## config.mk

```make
export PLATFORM = sky130hd
export DESIGN_NAME = led_matrix_scan_mode_controller_top
export DESIGN_NICKNAME = d
export VERILOG_FILES = /design/src/hdl/lmsmc_pkg.sv /design/src/hdl/led_matrix_scan_mode_controller_top.sv
export VERILOG_INCLUDE_DIRS = /design/src /design/src/hdl
export SDC_FILE = /design/constraint.sdc
export NUM_CORES = 2
export LEC_CHECK = 0
export CAP_MARGIN = 40
export CORE_AREA = 2 2 466 468
export CTS_CLUSTER_DIAMETER = 60
export DETAILED_ROUTE_END_ITERATION = 7
export DIE_AREA = 0 0 468 470
export DONT_BUFFER_PORTS = 1
export GPL_ROUTABILITY_DRIVEN = 1
export PLACE_DENSITY = 0.53
export SETUP_SLACK_MARGIN = 0.2
export SYNTH_ARGS = -nofsm -noshare
export SYNTH_HDL_FRONTEND = slang
export SYNTH_SLANG_ARGS = --single-unit
```

## constraint.sdc

```tcl
create_clock -name clk -period 3.89 [get_ports clk]
set_input_delay 0.778 -clock clk [delete_from_list [all_inputs] [get_ports clk]]
set_output_delay 0.778 -clock clk [all_outputs]
set_load 0.01 [all_outputs]
```

## src/hdl/led_matrix_scan_mode_controller_top_defines.svh

```systemverilog
// Assertion macros for the LED matrix scan and display-mode controller.
// Included by the top level; the macros expect clk and arst_n in scope.
`ifndef LED_MATRIX_SCAN_MODE_CONTROLLER_TOP_DEFINES_SVH
`define LED_MATRIX_SCAN_MODE_CONTROLLER_TOP_DEFINES_SVH

// Consequent must hold in the same cycle as the antecedent.
`define LMSMC_ASSERT_SAME(label, ante, cons, msg) \
	label: assert property (@(posedge clk) disable iff (!arst_n) (ante) |-> (cons)) \
		else $error(msg);

// Consequent must hold in the cycle after the antecedent.
`define LMSMC_ASSERT_NEXT(label, ante, cons, msg) \
	label: assert property (@(posedge clk) disable iff (!arst_n) (ante) |=> (cons)) \
		else $error(msg);

`endif

```

## src/hdl/lmsmc_pkg.sv

```systemverilog
// Package for the LED matrix scan and display-mode controller.
// Holds item kinds, display-mode codes, register indexes and result types; no dependencies.
package lmsmc_pkg;

	localparam int ROWS_DEF    = 8;
	localparam int COLUMNS_DEF = 24;
	localparam int FRAMES_DEF  = 8;

	localparam logic [7:0]  SCROLL_PERIOD_RST     = 8'd50;
	localparam logic [4:0]  LAST_SCROLL_STEP_RST  = 5'd23;
	localparam logic [9:0]  BLINK_HALF_PERIOD_RST = 10'd400;
	localparam logic [15:0] INIT_HOLD_TICKS_RST   = 16'd2000;
	localparam logic [9:0]  TICKS_PER_SECOND_RST  = 10'd1000;

	typedef enum logic [1:0] {
		KIND_TICK          = 2'd0,
		KIND_ROW_WRITE     = 2'd1,
		KIND_SET_MODE      = 2'd2,
		KIND_SET_STOPWATCH = 2'd3
	} item_kind_t;

	typedef enum logic [2:0] {
		REG_SCROLL_PERIOD     = 3'd0,
		REG_LAST_SCROLL_STEP  = 3'd1,
		REG_BLINK_HALF_PERIOD = 3'd2,
		REG_INIT_HOLD_TICKS   = 3'd3,
		REG_TICKS_PER_SECOND  = 3'd4
	} cfg_reg_t;

	localparam logic [2:0] MODE_IDLE             = 3'd0;
	localparam logic [2:0] MODE_STATIC           = 3'd1;
	localparam logic [2:0] MODE_SCROLL_TO_STATIC = 3'd2;
	localparam logic [2:0] MODE_SCROLL_TO_IDLE   = 3'd3;
	localparam logic [2:0] MODE_STARTUP          = 3'd5;
	localparam logic [2:0] MODE_STARTUP_SCROLL   = 3'd6;
	localparam logic [2:0] MODE_STOPWATCH        = 3'd7;

	localparam logic [15:0] SECONDS_MAX = 16'hFFFF;

	typedef struct packed {
		logic [6:0] minutes_tens;
		logic [3:0] minutes_units;
		logic [2:0] seconds_tens;
		logic [3:0] seconds_units;
	} digits_t;

	typedef struct packed {
		logic        drive_valid;
		logic [2:0]  row_select;
		logic        col_ok;
		logic [2:0]  display_mode;
		logic [4:0]  scroll_step;
		logic        blink;
		logic [15:0] tick_count;
		digits_t     digits;
	} result_t;

endpackage

```

## src/hdl/led_matrix_scan_mode_controller_top.sv

```systemverilog
// Top level of the LED matrix scan and display-mode controller.
// Depends on lmsmc_pkg and led_matrix_scan_mode_controller_top_defines.svh.
//
// Channel   Handshake              Payload
// in        in_valid / in_ready    mode, frame_index, row_index, row_bits, new_display_mode,
//                                  run_flag, clear_stopwatch
// out       out_valid / out_ready  drive_valid, row_select, column_bits, display_mode,
//                                  scroll_step, blink, tick_count, digit fields
// cfg       cfg_valid / cfg_ready  cfg_index, cfg_data
//
// One transaction per cycle while the output is not stalled; a result passes through the
// registered read of the frame memory and then the output register.
// Reset clears all counters and the frame valid bits at once; no clearing pass is run.
// A stalled output holds in the output register while one more transaction is taken.
// The configuration channel is always ready.
`include "led_matrix_scan_mode_controller_top_defines.svh"

module led_matrix_scan_mode_controller_top #(
	parameter int ROWS    = lmsmc_pkg::ROWS_DEF,
	parameter int COLUMNS = lmsmc_pkg::COLUMNS_DEF,
	parameter int FRAMES  = lmsmc_pkg::FRAMES_DEF
) (
	input  logic               clk,
	input  logic               arst_n,
	input  logic               in_valid,
	output logic               in_ready,
	input  logic [1:0]         mode,
	input  logic [2:0]         frame_index,
	input  logic [2:0]         row_index,
	input  logic [COLUMNS-1:0] row_bits,
	input  logic [2:0]         new_display_mode,
	input  logic               run_flag,
	input  logic               clear_stopwatch,
	output logic               out_valid,
	input  logic               out_ready,
	output logic               drive_valid,
	output logic [2:0]         row_select,
	output logic [COLUMNS-1:0] column_bits,
	output logic [2:0]         display_mode,
	output logic [4:0]         scroll_step,
	output logic               blink,
	output logic [15:0]        tick_count,
	output logic [6:0]         minutes_tens,
	output logic [3:0]         minutes_units,
	output logic [2:0]         seconds_tens,
	output logic [3:0]         seconds_units,
	input  logic               cfg_valid,
	output logic               cfg_ready,
	input  logic [2:0]         cfg_index,
	input  logic [15:0]        cfg_data
);
	import lmsmc_pkg::*;

	localparam int DEPTH = FRAMES * ROWS;
	localparam int AW    = $clog2(DEPTH);
	localparam int RW    = $clog2(ROWS);

	logic [7:0]  scroll_period_q;
	logic [4:0]  last_scroll_step_q;
	logic [9:0]  blink_half_period_q;
	logic [15:0] init_hold_ticks_q;
	logic [9:0]  ticks_per_second_q;

	logic [RW-1:0] scan_row_q, scan_row_d;
	logic [2:0]    mode_q, mode_d;
	logic [15:0]   tick_q, tick_d;
	logic [7:0]    stc_q, stc_d;
	logic [4:0]    idx_q, idx_d;
	logic          blink_q, blink_d;
	logic [9:0]    bc_q, bc_d;
	logic [15:0]   init_q, init_d;
	logic          running_q, running_d;
	logic [9:0]    ms_q, ms_d;
	logic [15:0]   sec_q, sec_d;
	digits_t       shadow_q, shadow_d, shadow_inc;
	digits_t       digits_q, digits_d;

	logic [COLUMNS-1:0] mem [DEPTH];
	logic [DEPTH-1:0]   vld_q;
	logic [AW-1:0]      wr_addr, rd_addr;
	logic               wr_en, rd_en, frame_ok;

	logic               in_accept, s1_adv;
	logic               s1_valid, s2_valid;
	result_t            res_d, res_s1, res_s2;
	logic [COLUMNS-1:0] rd_data_s1, column_bits_s2;

	assign cfg_ready = 1'b1;
	assign s1_adv    = !s2_valid || out_ready;
	assign in_ready  = !s1_valid || s1_adv;
	assign in_accept = in_valid && in_ready;

	assign wr_addr  = AW'(int'(frame_index) * ROWS + int'(row_index));
	assign rd_addr  = AW'(int'(mode_q) * ROWS + int'(scan_row_q));
	assign frame_ok = int'(mode_q) < FRAMES;

	always_ff @(posedge clk or negedge arst_n) begin
		if (!arst_n) begin
			scroll_period_q     <= SCROLL_PERIOD_RST;
			last_scroll_step_q  <= LAST_SCROLL_STEP_RST;
			blink_half_period_q <= BLINK_HALF_PERIOD_RST;
			init_hold_ticks_q   <= INIT_HOLD_TICKS_RST;
			ticks_per_second_q  <= TICKS_PER_SECOND_RST;
		end else if (cfg_valid && cfg_ready) begin
			unique case (cfg_reg_t'(cfg_index))
				REG_SCROLL_PERIOD:     scroll_period_q     <= cfg_data[7:0];
				REG_LAST_SCROLL_STEP:  last_scroll_step_q  <= cfg_data[4:0];
				REG_BLINK_HALF_PERIOD: blink_half_period_q <= cfg_data[9:0];
				REG_INIT_HOLD_TICKS:   init_hold_ticks_q   <= cfg_data;
				REG_TICKS_PER_SECOND:  ticks_per_second_q  <= cfg_data[9:0];
				default: ;
			endcase
		end
	end

	// The shadow digits track the seconds count sec_q, so no division is needed.
	always_comb begin
		shadow_inc = shadow_q;
		if (sec_q == SECONDS_MAX) begin
			shadow_inc = '0;
		end else if (shadow_q.seconds_units != 4'd9) begin
			shadow_inc.seconds_units = shadow_q.seconds_units + 4'd1;
		end else begin
			shadow_inc.seconds_units = '0;
			if (shadow_q.seconds_tens != 3'd5) begin
				shadow_inc.seconds_tens = shadow_q.seconds_tens + 3'd1;
			end else begin
				shadow_inc.seconds_tens = '0;
				if (shadow_q.minutes_units != 4'd9) begin
					shadow_inc.minutes_units = shadow_q.minutes_units + 4'd1;
				end else begin
					shadow_inc.minutes_units = '0;
					shadow_inc.minutes_tens  = shadow_q.minutes_tens + 7'd1;
				end
			end
		end
	end

	always_comb begin
		logic [7:0]  stc_t;
		logic [9:0]  bc_inc;
		logic [9:0]  ms_inc;
		logic [15:0] init_inc;
		logic [2:0]  mode_t;
		stc_t      = stc_q;
		bc_inc     = bc_q + 10'd1;
		ms_inc     = ms_q + 10'd1;
		init_inc   = init_q + 16'd1;
		mode_t     = mode_q;
		scan_row_d = scan_row_q;
		mode_d     = mode_q;
		tick_d     = tick_q;
		stc_d      = stc_q;
		idx_d      = idx_q;
		blink_d    = blink_q;
		bc_d       = bc_q;
		init_d     = init_q;
		running_d  = running_q;
		ms_d       = ms_q;
		sec_d      = sec_q;
		shadow_d   = shadow_q;
		digits_d   = digits_q;
		wr_en      = 1'b0;
		rd_en      = 1'b0;
		if (in_accept) begin
			unique case (item_kind_t'(mode))
				KIND_TICK: begin
					rd_en      = frame_ok;
					scan_row_d = (scan_row_q == RW'(ROWS - 1)) ? '0 : scan_row_q + 1'b1;
					tick_d     = tick_q + 16'd1;
					if (mode_q == MODE_SCROLL_TO_STATIC || mode_q == MODE_SCROLL_TO_IDLE ||
					    mode_q == MODE_STARTUP_SCROLL) begin
						if (stc_q == scroll_period_q) begin
							stc_t = '0;
							if (idx_q == last_scroll_step_q) begin
								idx_d  = '0;
								mode_t = (mode_q == MODE_SCROLL_TO_STATIC) ? MODE_STATIC
								                                           : MODE_IDLE;
							end else begin
								idx_d = idx_q + 5'd1;
							end
						end
					end else begin
						stc_t = '0;
						idx_d = '0;
					end
					stc_d = stc_t + 8'd1;
					if (bc_inc == blink_half_period_q) begin
						bc_d    = '0;
						blink_d = !blink_q;
					end else begin
						bc_d = bc_inc;
					end
					if (mode_q == MODE_STARTUP) begin
						init_d = init_inc;
						if (init_inc == init_hold_ticks_q) begin
							mode_t = MODE_STARTUP_SCROLL;
						end
					end
					mode_d = mode_t;
					if (mode_q == MODE_STOPWATCH) begin
						if (running_q) begin
							if (ms_inc >= ticks_per_second_q) begin
								ms_d     = '0;
								sec_d    = sec_q + 16'd1;
								shadow_d = shadow_inc;
							end else begin
								ms_d = ms_inc;
							end
						end
						digits_d = shadow_d;
					end
				end
				KIND_ROW_WRITE: begin
					wr_en = (int'(frame_index) < FRAMES) && (int'(row_index) < ROWS);
				end
				KIND_SET_MODE: begin
					mode_d = new_display_mode;
				end
				KIND_SET_STOPWATCH: begin
					running_d = run_flag;
					if (clear_stopwatch) begin
						sec_d    = '0;
						ms_d     = '0;
						shadow_d = '0;
					end
				end
			endcase
		end
	end

	always_comb begin
		res_d              = '0;
		res_d.drive_valid  = item_kind_t'(mode) == KIND_TICK;
		res_d.row_select   = res_d.drive_valid ? 3'(scan_row_q) : 3'd0;
		res_d.col_ok       = res_d.drive_valid && frame_ok && vld_q[rd_addr];
		res_d.display_mode = mode_d;
		res_d.scroll_step  = idx_d;
		res_d.blink        = blink_d;
		res_d.tick_count   = tick_d;
		res_d.digits       = digits_d;
	end

	always_ff @(posedge clk or negedge arst_n) begin
		if (!arst_n) begin
			scan_row_q <= '0;
			mode_q     <= '0;
			tick_q     <= '0;
			stc_q      <= '0;
			idx_q      <= '0;
			blink_q    <= 1'b0;
			bc_q       <= '0;
			init_q     <= '0;
			running_q  <= 1'b0;
			ms_q       <= '0;
			sec_q      <= '0;
			shadow_q   <= '0;
			digits_q   <= '0;
			vld_q      <= '0;
		end else begin
			scan_row_q <= scan_row_d;
			mode_q     <= mode_d;
			tick_q     <= tick_d;
			stc_q      <= stc_d;
			idx_q      <= idx_d;
			blink_q    <= blink_d;
			bc_q       <= bc_d;
			init_q     <= init_d;
			running_q  <= running_d;
			ms_q       <= ms_d;
			sec_q      <= sec_d;
			shadow_q   <= shadow_d;
			digits_q   <= digits_d;
			if (wr_en) begin
				vld_q[wr_addr] <= 1'b1;
			end
		end
	end

	always_ff @(posedge clk) begin
		if (wr_en) begin
			mem[wr_addr] <= row_bits;
		end
		if (rd_en) begin
			rd_data_s1 <= mem[rd_addr];
		end
	end

	always_ff @(posedge clk or negedge arst_n) begin
		if (!arst_n) begin
			s1_valid <= 1'b0;
			s2_valid <= 1'b0;
		end else begin
			if (in_accept) begin
				s1_valid <= 1'b1;
			end else if (s1_adv) begin
				s1_valid <= 1'b0;
			end
			if (s1_adv) begin
				s2_valid <= s1_valid;
			end
		end
	end

	always_ff @(posedge clk) begin
		if (in_accept) begin
			res_s1 <= res_d;
		end
		if (s1_adv && s1_valid) begin
			res_s2         <= res_s1;
			column_bits_s2 <= res_s1.col_ok ? rd_data_s1 : '0;
		end
	end

	assign out_valid     = s2_valid;
	assign drive_valid   = res_s2.drive_valid;
	assign row_select    = res_s2.row_select;
	assign column_bits   = column_bits_s2;
	assign display_mode  = res_s2.display_mode;
	assign scroll_step   = res_s2.scroll_step;
	assign blink         = res_s2.blink;
	assign tick_count    = res_s2.tick_count;
	assign minutes_tens  = res_s2.digits.minutes_tens;
	assign minutes_units = res_s2.digits.minutes_units;
	assign seconds_tens  = res_s2.digits.seconds_tens;
	assign seconds_units = res_s2.digits.seconds_units;

	`LMSMC_ASSERT_SAME(a_idle_out_ready_in, !out_valid, in_ready, "input stalled with empty output")
	`LMSMC_ASSERT_SAME(a_no_drive_blank, out_valid && !drive_valid,
		row_select == 3'd0 && column_bits == '0, "non-tick result drives the matrix")
	`LMSMC_ASSERT_SAME(a_digit_range, s2_valid,
		seconds_units <= 4'd9 && seconds_tens <= 3'd5 && minutes_units <= 4'd9,
		"stopwatch digit out of range")
	`LMSMC_ASSERT_NEXT(a_s1_holds, s1_valid && !s1_adv, s1_valid, "stalled transaction dropped")

endmodule

```

**Word level (Yosys, flattened, before mapping)**

Memories as Yosys holds them, arrays and structs flattened. A register that Yosys moved wholly into a read port is not among the register bits.
Index checks and enable logic that the tools add are counted.

- Equality and inequality tests: 25
- Mux-type cells: 61
- Order comparisons: 4
- Reductions and logical operators: 26
- $add $sub $neg: 14
- Bitwise logic cells: 1

Operators with widths:

| cell | number |
|---|---|
| $mux 18 | 8 |
| $mux 16 | 6 |
| $or 64x64->64 | 1 |
| $mux 10 | 5 |
| $add 16x1->16 const B | 3 |
| $pmux 18 s2 | 1 |
| $mux 8 | 4 |
| $pmux 16 s2 | 1 |
| $mux 5 | 5 |
| $mux 3 | 8 |
| $add 10x1->10 const B | 2 |
| $pmux 10 s2 | 1 |
| $eq 16x16->1 | 1 |
| $eq 16x16->1 const B | 1 |
| $eq 3x3->1 const B | 5 |
| $lt 6x7->1 const B | 2 |
| $mux 1 | 14 |
| $mux 14 | 1 |
| $reduce_and 2->1 | 7 |
| $add 6x3->6 | 2 |
| $eq 3x2->1 const B | 4 |
| $mux 11 | 1 |
| $eq 10x10->1 | 1 |
| $ge 10x10->1 | 1 |
| 30 further kinds | 46 |

- Memories: 1
- Bits in writable memories: 1,536
- Word-level logic and storage cells: 181
- Bits in registers: 359
- Output and inout port bits: 74

Memories:

| memory | words | bits a word | rd ports | clocked after Yosys merged registers in | write ports | RTL line | RTL |
|---|---|---|---|---|---|---|---|
| mem | 64 | 24 | 1 | 1 | 1 | led_matrix_scan_mode_controller_top.sv:78 | `logic [COLUMNS-1:0] mem [DEPTH];` |

**Depth between registers and ports, before layout**

- Word-level depth: 10
- Mapped depth: 14
- Depth with buffers taken out: 12

**Worst setup path before layout**

Ideal clock, no wire load.

- Path kind: in2reg
- From: input out_ready
- To: register shadow_q[13] (netlist bit)
- Path buffers: 2
- Slack: -0.491 ns
- Stages: 6
- Arrival time: 4.260 ns
- Cell sequence: and3b_1 > clkbuf_1 > nor2_1 > o21ai_0 > clkbuf_1 > a22o_1

- Word-level cells in the longest chain between the ends: 4

Ends and longest elaborated chain:

| item | RTL line | RTL |
|---|---|---|
| start, declared | led_matrix_scan_mode_controller_top.sv:35 | `input logic out_ready,` |
| $logic_or 1x1->1 | led_matrix_scan_mode_controller_top.sv:89 | `assign s1_adv = !s2_valid \|\| out_ready;` |
| $logic_or 1x1->1 | led_matrix_scan_mode_controller_top.sv:90 | `assign in_ready = !s1_valid \|\| s1_adv;` |
| $logic_and 1x1->1 | led_matrix_scan_mode_controller_top.sv:91 | `assign in_accept = in_valid && in_ready;` |
| via in_accept | led_matrix_scan_mode_controller_top.sv:83 | `logic in_accept, s1_adv;` |
| $reduce_and 4->1 (no line) | n/a |  |
| end signal, assigned | led_matrix_scan_mode_controller_top.sv:272 | `shadow_q <= shadow_d;` |
| end, declared | led_matrix_scan_mode_controller_top.sv:75 | `digits_t shadow_q, shadow_d, shadow_inc;` |

The timed path passes the listed nets, and every way through them passes these cells.
A chain may end at the register's enable or synchronous reset.

==> metrics <==
status finished, violations left; failing checks negative hold slack; net count after synthesis around 3700; clock tree from TritonCTS done; Post-Synth XOR/XNOR Area around 1.1%; primary flip-flop cell chosen by synthesis mapping edfxtp_1; highest net fanout along the worst path 21; time the worst path needs with I/O delays and setup around 3.5 ns; post-layout total power between 0.05 and 0.06 W; initial drt markers 3568; die extent in y between 400 and 500 µm; global-route wire length before repair around 280 mm; source-to-sink clock delay at the later pin of the worst-skew pair about 0.81 ns; average cell area after synthesis about 21 µm²; number of rows created at floorplan roughly 170; number of global-route vias before repair 37200; Critical Setup Path Class reg2reg; maximum clock rate 289 MHz; hold slack final -0.309 ns; area share of fa/ha/maj cells after synthesis less than 1%; number of nets in the finished design 3905; highest-count cells in the layout ignoring fill and taps 1679 x edfxtp_1, 500 x mux4_2, 212 x dfrtp_1; flip-flop and latch count after synthesis ~1900; Crit. End Element flip-flop; Synth area leader edfxtp_1; root buf cell clkbuf_16; PD cells roughly 600 mW/mm²; routability-driven placement congestion ratio around 0.78; I/O pin total approximately 140; largest cells by area after synthesis edfxtp_1 67%, mux4_2 15%, dfrtp_1 7.3%, dfstp_2 0.77%, xnor2_1 0.73%; clock sink count approximately 1900; Fill cells roughly 19000; class of the worst hold path in2async; total vias in the final route around 36000; DRC violations left 0; compound-cell area share of the yosys netlist 2.20%; critical path data required time between 4 and 5 ns; initial antenna violation count 11; fraction of met1 tracks used by global routing between 20% and 30%; Synth Area in Simple Gates approximately 3.9%; WP data arrival 4.12 ns; area growth from synthesis to layout 16.5%; Post-Syn Area roughly 0.075 mm²; reg-to-reg slack, setup between 0.4 and 0.5 ns; GR Layer Usage met2 around 29%; final count of pins violating max slew 0; number of warning messages in the yosys log 0; die footprint 0.220 mm²; average wire length per cell after detail routing 28.2 µm; port bufs 0; final setup TNS 0 ns; vias per inst 5.27; number of endpoints failing setup at the final stage 0; VDD IR max 0.488 mV; overall overflow remaining after global route 0; max-cap viol count 0; post-detailed-routing wire length between 150 and 200 mm; pin slew with the least headroom to its limit ~0.87 ns; normalized max-slew margin between 40 and 50%; buffers from clock root to sink, at most 3; area of the placeable core 0.216 mm²; number of nets with antenna violations after routing 0; fraction of synthesized cell area taken by the top area cell type between 60% and 70%; count of TritonRoute iterations in the first routing pass 5; Inserted Clock Buffers between 200 and 250; final worst clock skew 0.0420 ns; share of cells above drive strength 1 between 30 and 40%; share of the core filled with cells in the final layout 40.4%; clock-pin transition on the worst setup and hold timing paths about 0.060 ns; count of flip-flops with a built-in enable after synthesis 1679; Netlist cell types between 80 and 90; met3 capacity usage during global routing under 10%; maximum number of pins on one net before global-route repair between 200 and 250; main combinational cell family by area after synthesis multiplexers; DPL Wire Length 107 mm; post-synthesis async set-or-reset flop share about an eighth; layer carrying the most global-route usage met2; sequential cell area fraction in the yosys report between 70% and 80%; leakage power figure 28.3 nW; synthesized instance count 3589; number of hold violations in the final report 236; Chip Width between 400 and 500 µm; share of synthesized area spent on multiplexers between 10% and 20%; unrepaired setup endpoints after global routing false; crit share post-route around 89%; overall fraction of global-route tracks in use between 15 and 20%; Starting Density around a third; sort of element at the start of the critical path flip-flop; most common cell after layout, fill and taps aside edfxtp_1; H-Tree Level Count 4
==> stage by stage <==
step | hold WS, ns | instances | cell area (µm²) | worst slack, ns
floorplan | 0.400 | 3589 | 74800 | 0.428
global placement | 0.402 | 6445 | 80200 | 0.204
detailed placement | 0.406 | 6451 | 80300 | 0.169
CTS | -0.403 | 6842 | 87000 | 0.209
global route | -0.360 | 6849 | 87100 | 0.207
finish | -0.309 | 6857 | 87100 | 0.430
==> routing by layer <==
metal / wire, µm / vias to the layer above / share of wire (%)
li1: - / 15200 / -
met1: 81200 / 19600 / 42
met2: 95000 / 1012 / 49
met3: 11800 / 263 / 6.1
met4: 5130 / 2 / 2.7
met5: 14 / - / 0.0072
==> worst max-delay path: stages (launching register included) <==
cell       delay (ns)
dfrtp_1          0.43
ha_2             0.24
nand3_1          0.15
nor2_2           0.14
nand3_1          0.10
xnor2_1          0.16
ha_1             0.30
nand4_1          0.20
a2111oi_4        0.43
o41ai_2          0.14
buf_6            0.18
or4_1            0.50
a21oi_1          0.21
a21o_1           0.13
==> worst paths after layout <==
path	depth (start not counted)	startpoint	to
worst min register to register	0	res_s1[47]$_DFFE_PP_	drive_valid$_DFFE_PP_
worst max register to register	13	ms_q[0]$_DFFE_PN0P_	res_s1[15]$_DFFE_PP_
max in group asynchronous	0	arst_n	vld_q[49]$_DFFE_PN0P_
min in group clk	0	row_bits[20]	mem[22][20]$_DFFE_PP_
worst max-delay path	13	ms_q[0]$_DFFE_PN0P_	res_s1[15]$_DFFE_PP_
worst min-delay path	0	arst_n	init_q[12]$_DFFE_PN0P_
==> layout make-up <==
type	instances	area, µm²	share of cell area, %
diodes	11	27.5	0.0316
well taps	2854	3570	4.10
flip-flops and latches	1919	56500	64.8
clock buffers	257	5390	6.18
repair buffers	200	2340	2.69
clock inverters	116	1170	1.35
multi-input cells	1468	18000	20.7
inverters	32	120	0.138
==> Yosys cell counts, drive strengths merged, types with 14 or more instances <==
| master | number |
|---|---|
| and2 | 31 |
| edfxtp | 1679 |
| ha | 22 |
| nand4 | 26 |
| or3 | 25 |
| dfrtp | 218 |
| a22o | 14 |
| nor3 | 21 |
| a21o | 27 |
| a21oi | 48 |
| dfstp | 22 |
| clkbuf | 100 |
| mux2 | 46 |
| xor2 | 29 |
| nor2 | 134 |
| inv | 32 |
| or2 | 68 |
| nand3 | 53 |
| o21ai | 59 |
| nand2 | 103 |
| and3 | 19 |
| xnor2 | 62 |
| nor4 | 14 |
| mux4 | 500 |
| o22ai | 48 |
| buf | 70 |
==> state kept, by name (all words and copies together) (netlist names), 7 cells and up <==
| register | count |
|---|---|
| rd_data_s1 | 24 |
| ticks_per_second_q | 10 |
| tick_q | 16 |
| init_hold_ticks_q | 16 |
| res_s1 | 48 |
| scroll_period_q | 8 |
| blink_half_period_q | 10 |
| stc_q | 8 |
| minutes_tens | 7 |
| shadow_q | 18 |
| sec_q | 16 |
| column_bits | 24 |
| init_q | 16 |
| bc_q | 10 |
| ms_q | 10 |
| vld_q | 64 |
| tick_count | 16 |
| digits_q | 18 |
| mem | 1536 |
==> report_power, final <==
part,switching (W),internal (W)
registers,0.000507,0.0230
logic,0.00464,0.00461
clock network,0.00812,0.0110
total,0.0133,0.0386
==> cells by family (layout without fill, tap and decap cells) <==
family | count (synthesis) | in the layout
muxes | 551 | 551
buffers and inverters | 202 | 605
DFF | 1919 | 1919
and+or+nand+nor | 549 | 549
xor gates and xnor gates | 91 | 91
adders and majority gates | 22 | 22
AOI/OAI and AO/OA | 254 | 254
other | 1 | 12
==> repair_timing <==
| item | in CTS | in global routing |
|---|---|---|
| setup endpoints to repair | 7 | 65 |
| buffers inserted | 0 | 1 |
| hold buffers | 18 | 1 |
| endpoints found under the hold margin | 379 | 248 |
| resized for setup | 2 | 9 |
| pin swaps | 0 | 3 |
Power figures use the tool's default switching activity.
